## src/design/nppc_pkg.sv

```systemverilog
`timescale 1ns / 1ps

package nppc_pkg;

  // field widths fixed by the interface
  localparam int CHAN_W  = 8;
  localparam int COLOR_W = 3 * CHAN_W;
  localparam int SQ_W    = 2 * CHAN_W;
  localparam int LIMIT_W = 18;
  localparam int INDEX_W = 8;
  localparam int COUNT_W = 9;
  localparam int FUNC_W  = 2;

  // limit after reset: 64*64*3
  localparam logic [LIMIT_W-1:0] LIMIT_RESET = LIMIT_W'(64 * 64 * 3);

  // operation codes
  localparam logic [FUNC_W-1:0] FUNC_CLEAR  = 2'd0;
  localparam logic [FUNC_W-1:0] FUNC_APPEND = 2'd1;
  localparam logic [FUNC_W-1:0] FUNC_QUERY  = 2'd2;

  // sequencer states
  typedef enum logic [1:0] {
    ST_IDLE = 2'b01,
    ST_SCAN = 2'b10
  } state_t;

endpackage

```

## src/design/nppc_dist.sv

```systemverilog
`timescale 1ns / 1ps

module nppc_dist #(
  parameter int IDX_W = 8
) (
  input  logic                         clk,
  input  logic                         rst,
  input  logic                         in_valid,
  input  logic [IDX_W-1:0]             in_idx,
  input  logic [nppc_pkg::CHAN_W-1:0]  q_red,
  input  logic [nppc_pkg::CHAN_W-1:0]  q_green,
  input  logic [nppc_pkg::CHAN_W-1:0]  q_blue,
  input  logic [nppc_pkg::COLOR_W-1:0] entry,
  output logic                         out_valid,
  output logic [IDX_W-1:0]             out_idx,
  output logic [nppc_pkg::LIMIT_W-1:0] out_sum
);

  localparam int CW = nppc_pkg::CHAN_W;
  localparam int SW = nppc_pkg::SQ_W;
  localparam int LW = nppc_pkg::LIMIT_W;

  logic [CW-1:0] e_red, e_green, e_blue;
  logic [CW-1:0] d_red, d_green, d_blue;
  logic [SW-1:0] sq_red, sq_green, sq_blue;

  // absolute channel differences
  always_comb begin
    e_red   = entry[3*CW-1:2*CW];
    e_green = entry[2*CW-1:CW];
    e_blue  = entry[CW-1:0];
    d_red   = (q_red   > e_red)   ? (q_red   - e_red)   : (e_red   - q_red);
    d_green = (q_green > e_green) ? (q_green - e_green) : (e_green - q_green);
    d_blue  = (q_blue  > e_blue)  ? (q_blue  - e_blue)  : (e_blue  - q_blue);
  end

  // squares registered before the sum
  always_ff @(posedge clk) begin
    sq_red   <= d_red * d_red;
    sq_green <= d_green * d_green;
    sq_blue  <= d_blue * d_blue;
    out_idx  <= in_idx;
  end

  always_ff @(posedge clk) begin
    if (rst) begin
      out_valid <= 1'b0;
    end else begin
      out_valid <= in_valid;
    end
  end

  // three-term sum, fits in the limit width
  assign out_sum = LW'(sq_red) + LW'(sq_green) + LW'(sq_blue);

endmodule

```

## config.mk

```make
export PLATFORM = sky130hd
export DESIGN_NAME = nppc_dist
export DESIGN_NICKNAME = d
export VERILOG_FILES = /design/src/design/nppc_pkg.sv /design/src/design/nppc_dist.sv
export SDC_FILE = /design/constraint.sdc
export NUM_CORES = 1
export LEC_CHECK = 0
export BUFFER_PORTS_ARGS = -buffer_cell sky130_fd_sc_hd__buf_2
export CAP_MARGIN = 20
export CORE_UTILIZATION = 55
export DETAILED_ROUTE_END_ITERATION = 10
export PLACE_DENSITY = 0.74
export SLEW_MARGIN = 10
export SYNTH_ARGS = -nofsm -noshare
export SYNTH_HDL_FRONTEND = slang
export SYNTH_SLANG_ARGS = --single-unit
```

## constraint.sdc

```tcl
create_clock -name clk -period 19.45 [get_ports clk]
set_clock_uncertainty 0.05 [all_clocks]
set_input_delay 2.9175 -clock clk [delete_from_list [all_inputs] [get_ports clk]]
set_output_delay 2.9175 -clock clk [all_outputs]
set_load 0.01 [all_outputs]
```

Word-level counts from Yosys, hierarchy flattened
Cells that the tools add are included.
{ "op_classes": {"add_sub_neg": 8, "mul": 3, "order_cmp": 3, "mux": 3} }
{ "ops": {"columns": ["operator", "n"], "rows": [
  ["8-bit by 8-bit multiplier with 16-bit output", 3],
  ["8-bit subtractor", 6],
  ["8-bit greater-than comparator", 3],
  ["8-bit 2-to-1 mux", 3],
  ["17-bit by 16-bit adder with 18-bit output", 1],
  ["16-bit by 16-bit adder with 17-bit output", 1]
]} }
{ "totals": {"reg_bits": 57, "inputBits": 59, "out_inout_bits": 27, "elab_cells": 22} }

Depth between registers and ports, before layout
{ "logic_depth": {"ltp_word": 3, "depth_mapped": 27, "depth_no_buf": 26} }

Worst setup path before layout
No wires, ideal clock.
{ "synth_timing": {"path_type": "input -> register", "from": "input q_red[0] (netlist bit)", "to": "register sq_red[12]", "setup_ns": 0.134, "arrival_ns": 8.437, "required_time_ns": 19.266, "setup_slack_ns": 10.828, "stages": 26, "path_buffers": 1, "path_cell_list": "inv_1 > ha_1 > inv_1 > fa_1 > a21o_1 > a221oi_4 > a21oi_4 > mux2i_1 > xnor2_1 > buf_2 > nor2_1 > inv_1 > fa_1 > inv_1 > fa_1 > inv_1 > fa_1 > fa_1 > inv_1 > ha_1 > inv_1 > nor2_1 > o31a_1 > o22ai_1 > and4b_1 > or4b_1"} }
{ "synth_via": {"elab_chain_len": 3, "elab_cells_between_ends": 5, "cone_classes": "add/sub: 2; mul: 1; order compare: 1; mux: 1"} }
{ "synth_rtl": {"columns": ["element", "line", "source"], "rows": [
  ["start: declaration", "nppc_dist.sv:10", "input logic [nppc_pkg::CHAN_W-1:0] q_red,"],
  ["8-bit subtractor or 8-bit greater-than comparator (tied branches)", "nppc_dist.sv:32", "d_red = (q_red > e_red) ? (q_red - e_red) : (e_red - q_red);"],
  ["8-bit 2-to-1 mux (*)", "nppc_dist.sv:32", null],
  ["8-bit by 8-bit multiplier with 16-bit output (*)", "nppc_dist.sv:39", "sq_red <= d_red * d_red;"],
  ["end signal: assignment", "nppc_dist.sv:39", null],
  ["end: declaration", "nppc_dist.sv:25", "logic [SW-1:0] sq_red, sq_green, sq_blue;"]
]} }
Mark *: on every way between the ends. The rest lies on a longest branch, timed or not.
A chain may end at the register's enable or synchronous reset.

Final worst setup path
Ends and elaborated chain as after synthesis.

==> results.json <==
{
  "synth_edf_count": 0,
  "drtAntennaViolNets": 0,
  "status": "finished, final reports clean",
  "postCtsResizedCells": 0,
  "vias": 6648,
  "clock_sinks": 54,
  "yosysTopAreaCellShare": 0.2144,
  "antenna_found_initial": 0,
  "n_antenna_cell": 0,
  "crit_type": "input pin to flip-flop",
  "viasPerCell": 5.134,
  "synth.distinct_cells": 66,
  "grt_pass1_wl_um": 28070,
  "crit_family": "adder cells",
  "layout_setup_ws_ps": 10410,
  "syn_area_sq_mm": 0.009059,
  "postCtsHoldBufs": 0,
  "worstPathArrival_ps": 9160,
  "port-buffer-count": 85,
  "post-route-period-util": 0.4649,
  "synth_area_per_cell_sq_um": 9.014,
  "worst_path_max_delay_cell": "xnor2_1",
  "netlist_top_cells_count": "199 x inv_1, 149 x ha_1, 97 x fa_1, 96 x nor2_1, 59 x a21oi_1",
  "ys_async_sr_fraction": 0,
  "grt.total_usage": 0.2021,
  "setup_viol": 0,
  "htree_levels": 2,
  "synth_top_area_cell": "fa_1",
  "cts.path.max_buffers": 2,
  "drc_errors": 0,
  "synth-seq-area-share": 0.1193,
  "dieWidth_um": 130.3,
  "cp.required_ps": 19560,
  "ys.flop_type": "dfxtp_1",
  "drive_above_1_share": 0.1316,
  "die_h_um": 130.3,
  "dr.pass1.iters": 6,
  "drt-initial-drc-count": 337,
  "wirelength_um": 16360,
  "cp_max_fo": 11,
  "crit_path_max_incr_delay_ps": 740,
  "area_growth_pct": 7.832,
  "slew_viol_final": 0,
  "cts_root_buf": "clkbuf_16",
  "hold_viol": 0,
  "hold_class": "input pin to flip-flop",
  "crit_chain": "buf_2 -> inv_1 -> ha_1 -> inv_1 -> fa_1 -> a21o_1 -> a221oi_4 -> a21oi_4 -> mux2i_1 -> xnor2_1 -> nor2_1 -> fa_1 -> fa_1 -> inv_1 -> fa_1 -> fa_1 -> inv_1 -> ha_1 -> inv_1 -> nor2_1 -> o31a_1 -> o22ai_1 -> nor4b_1 -> or4b_1",
  "endpoint_kind": "flip-flop",
  "fillers": 1436,
  "post_drt_wl_per_cell_um": 12.63,
  "timing.fmax_mhz": 110.6,
  "synth.most_common_cell": "inv_1",
  "synth_warnings": 0,
  "globalRoute.totalOverflow": 0,
  "syn_inst": 1005,
  "grt_max_degree": 16,
  "hpwl_um": 14120,
  "synth_seq_cells": 54,
  "cts_tree": "done",
  "worstMarginPinSlew_ps": 938.9,
  "rsz0062_at_grt": "false",
  "dieArea_sq_mm": 0.01699,
  "yosys-top-cells-area": "fa_1 21%, ha_1 21%, dfxtp_1 12%",
  "placementRows": 46,
  "initial_utilization": 0.5662,
  "max-cap-violations": 0,
  "final_nets": 1384,
  "slew_headroom": 0.3562,
  "ios": 86,
  "min_period_ps": 9042,
  "post-place-ws_ps": 10070,
  "cts.clk_slew.worst_paths_ps": 70,
  "path_buf_inv": 6,
  "gp_congestion": 0.9321,
  "cts_made_buffers": 5,
  "post_cts_buffers": 0,
  "start_kind": "input pin",
  "fin_setup_tns_ps": 0,
  "core_area_sq_mm": 0.01600,
  "first_global_vias": 6363
}
[stage by stage]
step / cells / utilization / area (sq um) / hold slack [ps]
global placement: 1288 / 0.6020 / 9632 / 2970
CTS: 1295 / 0.6105 / 9768 / 2679
detailed placement: 1288 / 0.6020 / 9632 / 2972
global route: 1295 / 0.6105 / 9768 / 2672
floorplan: 1007 / - / 9066 / 2895
finish: 1295 / 0.6105 / 9768 / 2685
[sequential cells by signal (all words and copies together), names as in the netlist]
name       cells
sq_green      15
out_valid      1
sq_blue       15
sq_red        15
out_idx        8
[layer usage]
metal	global-route usage	share of wire	vias up
li1	-	-	3400
met1	0.2853	0.49	3103
met2	0.3482	0.47	139
met3	0.02091	0.037	6
met4	0.01487	0.0030	0
met5	0	0	-
[path summary, 6_finish.rpt]
path,from,end,slack [ps],cells after the start
max,q_red[0],sq_red[12],10410,24
min,in_idx[5],out_idx[5],2680,1
[layout by cell type, fill, tap and decap left out, types with 4 or more instances in the layout]
master / n
inv_1: 199
ha_1: 149
fa_1: 97
nor2_1: 96
buf_2: 85
a21oi_1: 59
dfxtp_1: 54
xnor2_1: 46
a21o_1: 32
nand2_1: 30
o21ai_0: 21
xor2_1: 19
mux2i_1: 15
or2_2: 13
nor3_1: 13
nand2b_1: 10
nand4_1: 8
nand3b_1: 8
a31oi_1: 7
o21bai_1: 6
nor2_2: 6
or2_1: 6
o21a_1: 6
o22ai_1: 5
nor2b_1: 5
clkbuf_16: 5
and4_1: 4
a211oi_1: 4
xor2_2: 4
[cells by family after synthesis]
group	Yosys count	synth area share
xor gates and xnor gates	76	0.08757
DFF	54	0.1193
buffers and inverters	221	0.09765
and+or+nand+nor	217	0.1185
AOI/OAI and AO/OA	171	0.1308
adders and majority gates	246	0.4202
other	1	0.0004140
muxes	19	0.02555
[cell type report]
class	instances	area (sq um)	area share
Timing Repair Buffer	85	425.4	0.04355
Clock buffer	6	128.9	0.01319
Tap cell	216	270.3	0.02767
Sequential cell	54	1081	0.1107
Inverter	201	754.5	0.07724
Clock inverter	1	7.507	0.0007685
Multi-Input combinational cell	732	7101	0.7269
Power is left out: the tool's default activity adds up to more than one toggle a clock period on the data nets, which glitch-free logic cannot reach.
